`config.mk`:
```
export PLATFORM = sky130hd
export DESIGN_NAME = rts_front
export DESIGN_NICKNAME = d
export VERILOG_FILES = /design/src/hw/rtl/record_table_sort_delete_defines.svh /design/src/hw/rtl/rts_pkg.sv /design/src/hw/rtl/rts_front.sv
export SDC_FILE = /design/constraint.sdc
export NUM_CORES = 1
export LEC_CHECK = 0
export BUFFER_PORTS_ARGS = -buffer_cell sky130_fd_sc_hd__buf_2
export CAP_MARGIN = 10
export CELL_PAD_IN_SITES_DETAIL_PLACEMENT = 1
export CELL_PAD_IN_SITES_GLOBAL_PLACEMENT = 2
export CORE_UTILIZATION = 41
export CTS_CLUSTER_DIAMETER = 80
export DETAILED_ROUTE_END_ITERATION = 7
export PLACE_DENSITY = 0.83
export SYNTH_ARGS = -nofsm -noshare
export SYNTH_HDL_FRONTEND = slang
export SYNTH_SLANG_ARGS = --single-unit
```
`constraint.sdc`:
```
create_clock -name i_clk -period 14.57 [get_ports i_clk]
set_input_delay 2.914 -clock i_clk [delete_from_list [all_inputs] [get_ports i_clk]]
set_output_delay 2.914 -clock i_clk [all_outputs]
set_load 0.02 [all_outputs]
```
`src/hw/rtl/record_table_sort_delete_defines.svh`:
```
// Assertion macros for the record table RTL.
// Depends on nothing; included by files that assert.
`ifndef RECORD_TABLE_SORT_DELETE_DEFINES_SVH
`define RECORD_TABLE_SORT_DELETE_DEFINES_SVH
// assert that a implies b on the same edge
`define RTS_ASSERT_IMP(lbl, clk, rstn, a, b) \
    lbl: assert property (@(posedge clk) disable iff (!rstn) (a) |-> (b)) \
        else $error("assertion failed");
// assert that a implies b on the next edge
`define RTS_ASSERT_NEXT(lbl, clk, rstn, a, b) \
    lbl: assert property (@(posedge clk) disable iff (!rstn) (a) |=> (b)) \
        else $error("assertion failed");
`endif

```
`src/hw/rtl/rts_pkg.sv`:
```
// Types, codes and constants for the record table.
// Depends on nothing.
package rts_pkg;
    localparam int DEPTH_DEFAULT = 256;
    localparam logic [1:0] OP_APPEND = 2'd0;
    localparam logic [1:0] OP_DELETE = 2'd1;
    localparam logic [1:0] OP_SORT   = 2'd2;
    localparam logic [1:0] OP_READ   = 2'd3;
    localparam logic [1:0] ST_OK        = 2'd0;
    localparam logic [1:0] ST_FULL      = 2'd1;
    localparam logic [1:0] ST_NOT_FOUND = 2'd2;
    localparam logic [1:0] ST_BAD_INDEX = 2'd3;

    typedef struct packed {
        logic [1:0]  opcode;
        logic [30:0] rec_id;
        logic [15:0] key_mark;
        logic [7:0]  base_flag;
        logic [7:0]  grant_flag;
        logic [7:0]  read_index;
    } t_in_word;

    typedef struct packed {
        logic [1:0]  status;
        logic [30:0] out_id;
        logic [15:0] out_key;
        logic [7:0]  out_base;
        logic [7:0]  out_grant;
        logic [8:0]  entry_count;
    } t_out_word;

    typedef struct packed {
        logic [30:0] id;
        logic [15:0] key;
        logic [15:0] flags;
    } t_entry;

    typedef enum logic [3:0] {
        S_IDLE, S_APPEND, S_RD_ISSUE, S_RD_WAIT, S_RD_DONE,
        S_FIND, S_FIND_CHK, S_SHIFT_RD, S_SHIFT_WR,
        S_SORT_START, S_SORT_RD, S_SORT_CMP, S_SORT_WR, S_SORT_NEXT, S_DONE
    } t_state;
endpackage

```
`src/hw/rtl/rts_front.sv`:
```
// Front end: two-entry input queue that holds accepted command words.
// Depends on rts_pkg.
module rts_front (
    input  logic              i_clk,
    input  logic              i_rst_n,
    input  logic              i_push,
    output logic              o_full,
    input  rts_pkg::t_in_word i_word,
    output logic              o_valid,
    output rts_pkg::t_in_word o_word,
    input  logic              i_take
);
    logic [1:0]        r_count, n_count;
    logic              r_rd, n_rd, r_wr, n_wr;
    rts_pkg::t_in_word r_q [2];

    assign o_full  = (r_count == 2'd2);
    assign o_valid = (r_count != 2'd0);
    assign o_word  = r_q[r_rd];

    always_comb begin
        n_count = r_count;
        n_rd = r_rd;
        n_wr = r_wr;
        if (i_push && !o_full) begin
            n_wr = ~r_wr;
            n_count = n_count + 2'd1;
        end
        if (i_take && o_valid) begin
            n_rd = ~r_rd;
            n_count = n_count - 2'd1;
        end
    end

    always_ff @(posedge i_clk) begin
        if (i_push && !o_full) begin
            r_q[r_wr] <= i_word;
        end
        if (!i_rst_n) begin
            r_count <= 2'd0;
            r_rd <= 1'b0;
            r_wr <= 1'b0;
        end else begin
            r_count <= n_count;
            r_rd <= n_rd;
            r_wr <= n_wr;
        end
    end
endmodule

```
==> impl_metrics.tcl <==
set metrics [dict create \
    path_cells "mux2_2 -> buf_2" \
    first_pass_iters 4 \
    yosysSeqAreaShare_pct 79.8 \
    worstPathArrival_ns 2.09 \
    clock-root-buffer "clkbuf_16" \
    synthSimpleGateAreaFrac_pct 2.34 \
    cp_slowest_stage_delay_ns 0.94 \
    hold_end "r_count[1]" \
    crit_path_start_kind "flop" \
    cts_resized 0 \
    synthAdderAreaFrac_pct 0.445 \
    r2r-end "r_q[1][71]" \
    powerDensity_nw_per_um2 192 \
    syn_avg_cell_area_um2 21.5 \
    slew_violations 0 \
    synth-xor-area-share_pct 0.557 \
    leakagePower_nw 2.69 \
    h-tree-depth 4 \
    period_needed_ns 5.00 \
    place_congestion 0.690 \
    clk_latency_ns 0.41 \
    maxCapViolCount 0 \
    die_area_um2 14200 \
    initial_core_util_pct 42.3 \
    synth_nets 340 \
    wire_per_inst_um 17.8 \
    grt_pass1_vias 3102 \
    port_buffers 151 \
    core.rowCount 42 \
    cp.depth 2 \
    clk_pin_slew_worst_paths_ns 0.06 \
    grt_overflow 0 \
    r2r_start "r_count[0]" \
    core_area_um2 13300 \
    hold_viol_final 0 \
    cts-buffers-inserted 17 \
    netlist_area_um2 5620 \
    setup_viol 0 \
    ys_ff_latch 151 \
    multi_input_comb_area_um2 1050 \
    ir_worst_vdd_mv 0.0856 \
    vias 2924 \
    wl_um 10900 \
    grt_usage_pct 16.1 \
    crit_family "flip-flops" \
    path_buf_inv 1 \
    fmax_mhz 200 \
    synth_cells 261 \
    fin_util_pct 54.2 \
    fillers 1262 \
    die_y_um 119 \
    min_path_type "reg2reg" \
    grt_max_degree 75 \
    timing.final.crit_share_pct 34.4 \
    seq_area_um2 4490 \
    tightest_slew_ns 1.04 \
    synth_compound_area_share_pct 0.445 \
    ant_nets 0 \
    post_cts_buffers 0 \
    holdPathStages 2 \
    slowest_stage "dfxtp_4" \
    rsz0062_at_grt "false" \
    num_io_pins 152 \
    path_class "reg2out" \
    dp_hpwl_um 6830 \
    yosysWarnings 0 \
    yosys-mux-area-fraction_pct 14.6 \
    synth_top_family_by_area "multiplexers" \
    grt_pass1_wl_um 16700 \
    r2r_slack_ns 12.00 \
    final_nets 504 \
    r2r_cells 5 \
    status "completed" \
    vias_per_cell 4.77 \
    antennaDiodeCount 0 \
    crit_required_ns 11.66 \
    clock_sinks 151 \
    clock-skew-final_ns 0.00800 \
    synth_cell_types 22 \
    area_delta_synth_final_pct 28.3 \
    crit_fanout 73 \
    hp-start "r_count[1]" \
    antenna_found_initial 1 \
    cts_hold_buf 0 \
    cts_buffer_depth 2 \
    drc 0 \
    drt-initial-drc-count 186 \
    die_w_um 119 \
    endpoint_kind "primary output" \
    final_layout_size_suffix_gt1_share_pct 59.3 \
    fin_setup_tns_ns 0 \
    cts_tree "yes" \
    max_slew_margin_pct 31.0 \
]
==> metrics by stage <==
stage | hold slack [ns] | setup slack [ns] | std cells | power [mW] | instance area (um2)
finish | 0.566 | 9.57 | 613 | 1.39 | 7210
CTS | 0.567 | 9.55 | 613 | 1.40 | 7210
global route | 0.605 | 9.46 | 613 | 1.44 | 7210
global placement | 0.563 | 9.84 | 582 | 0.895 | 6540
floorplan | 0.519 | 8.00 | 261 | 0.809 | 5620
detailed placement | 0.562 | 9.77 | 582 | 0.904 | 6540
==> layer usage <==
layer  vias to the layer above  part of all wire [%]  GRT usage (%)
met5                         -                  0.12              0
met4                         2                  0.95           5.93
met3                        10                   7.1           6.18
met2                       117                    49           25.8
met1                      1430                    43           19.7
li1                       1365                     -              -
==> layout make-up <==
class	count	area share, %
clock inverters	10	3.12
clock buffers	21	6.11
inverters	4	0.208
multi-input cells	98	14.6
flip-flops and latches	151	62.3
well taps	176	3.05
repair buffers	153	10.7
==> power by group <==
group          switching [mW]  internal [mW]  total [mW]
Clock                   0.160          0.336       0.497
Combinational           0.174          0.132       0.306
Sequential             0.0410          0.543       0.584
Total                   0.375           1.01        1.39
==> state kept, by name, summed over array words and instances, names as in the netlist, named ones only <==
name / cells
r_count: 2
r_rd: 1
r_q: 146
r_wr: 1
==> worst max-delay path by stage <==
stage	start	end	slack, ns
floorplan	i_push	r_q[0][0]	8.00
global placement	i_push	r_q[1][67]	9.84
detailed placement	i_push	r_q[1][29]	9.77
CTS	flop	o_word[27]	9.55
global route	flop	o_word[27]	9.46
finish	flop	o_word[27]	9.57
==> logic make-up (layout without fill, tap and decap cells) <==
group,Yosys count,after routing
buf+inv,12,188
xor+xnor,2,2
mux,73,73
flops,151,151
compound gates,3,3
fa+ha+maj,2,2
simple gates,18,18
==> placed cells by master, fill, tap and decap left out <==
cell type and count:
buf_2 151, and2b_2 1, nand2b_4 1, edfxtp_1 146
clkinvlp_4 1, nor2_4 2, a32oi_1 2, nor2b_2 1
bufinv_16 7, nor2_1 1, o21a_1 1, and2_1 3
nand2b_1 1, and4b_2 1, dfxtp_1 4, and4bb_2 1
xnor3_1 1, nand4_1 3, dfxtp_4 1, clkbuf_16 17
inv_1 4, mux2_2 73, clkinv_1 2, nor3b_1 2
xnor2_1 1, ha_1 2, clkbuf_1 4, buf_4 2
nor2b_1 1
==> synth_stat cells <==
library cell,instances,share of area (%)
nand2b_1,1,0.11
and2_1,3,0.33
and4bb_2,1,0.22
nor3b_1,2,0.27
edfxtp_1,146,78
buf_6,7,1.4
a32oi_1,2,0.31
dfxtp_1,5,1.8
nor2b_2,1,0.16
inv_1,4,0.27
buf_4,1,0.13
xnor3_1,1,0.40
nand2b_4,1,0.24
mux2_2,73,15
nor2b_1,1,0.11
o21a_1,1,0.13
nand4_1,3,0.33
xnor2_1,1,0.16
nor2_1,3,0.20
ha_1,2,0.45
and2b_2,1,0.16
and4b_2,1,0.20
==> tightest hold or removal path, stage by stage, from the launching register on <==
cell and delay (ns):
dfxtp_1 0.35, nand4_1 0.10, nand4_1 0.06
(Power assumes the default switching activity.)
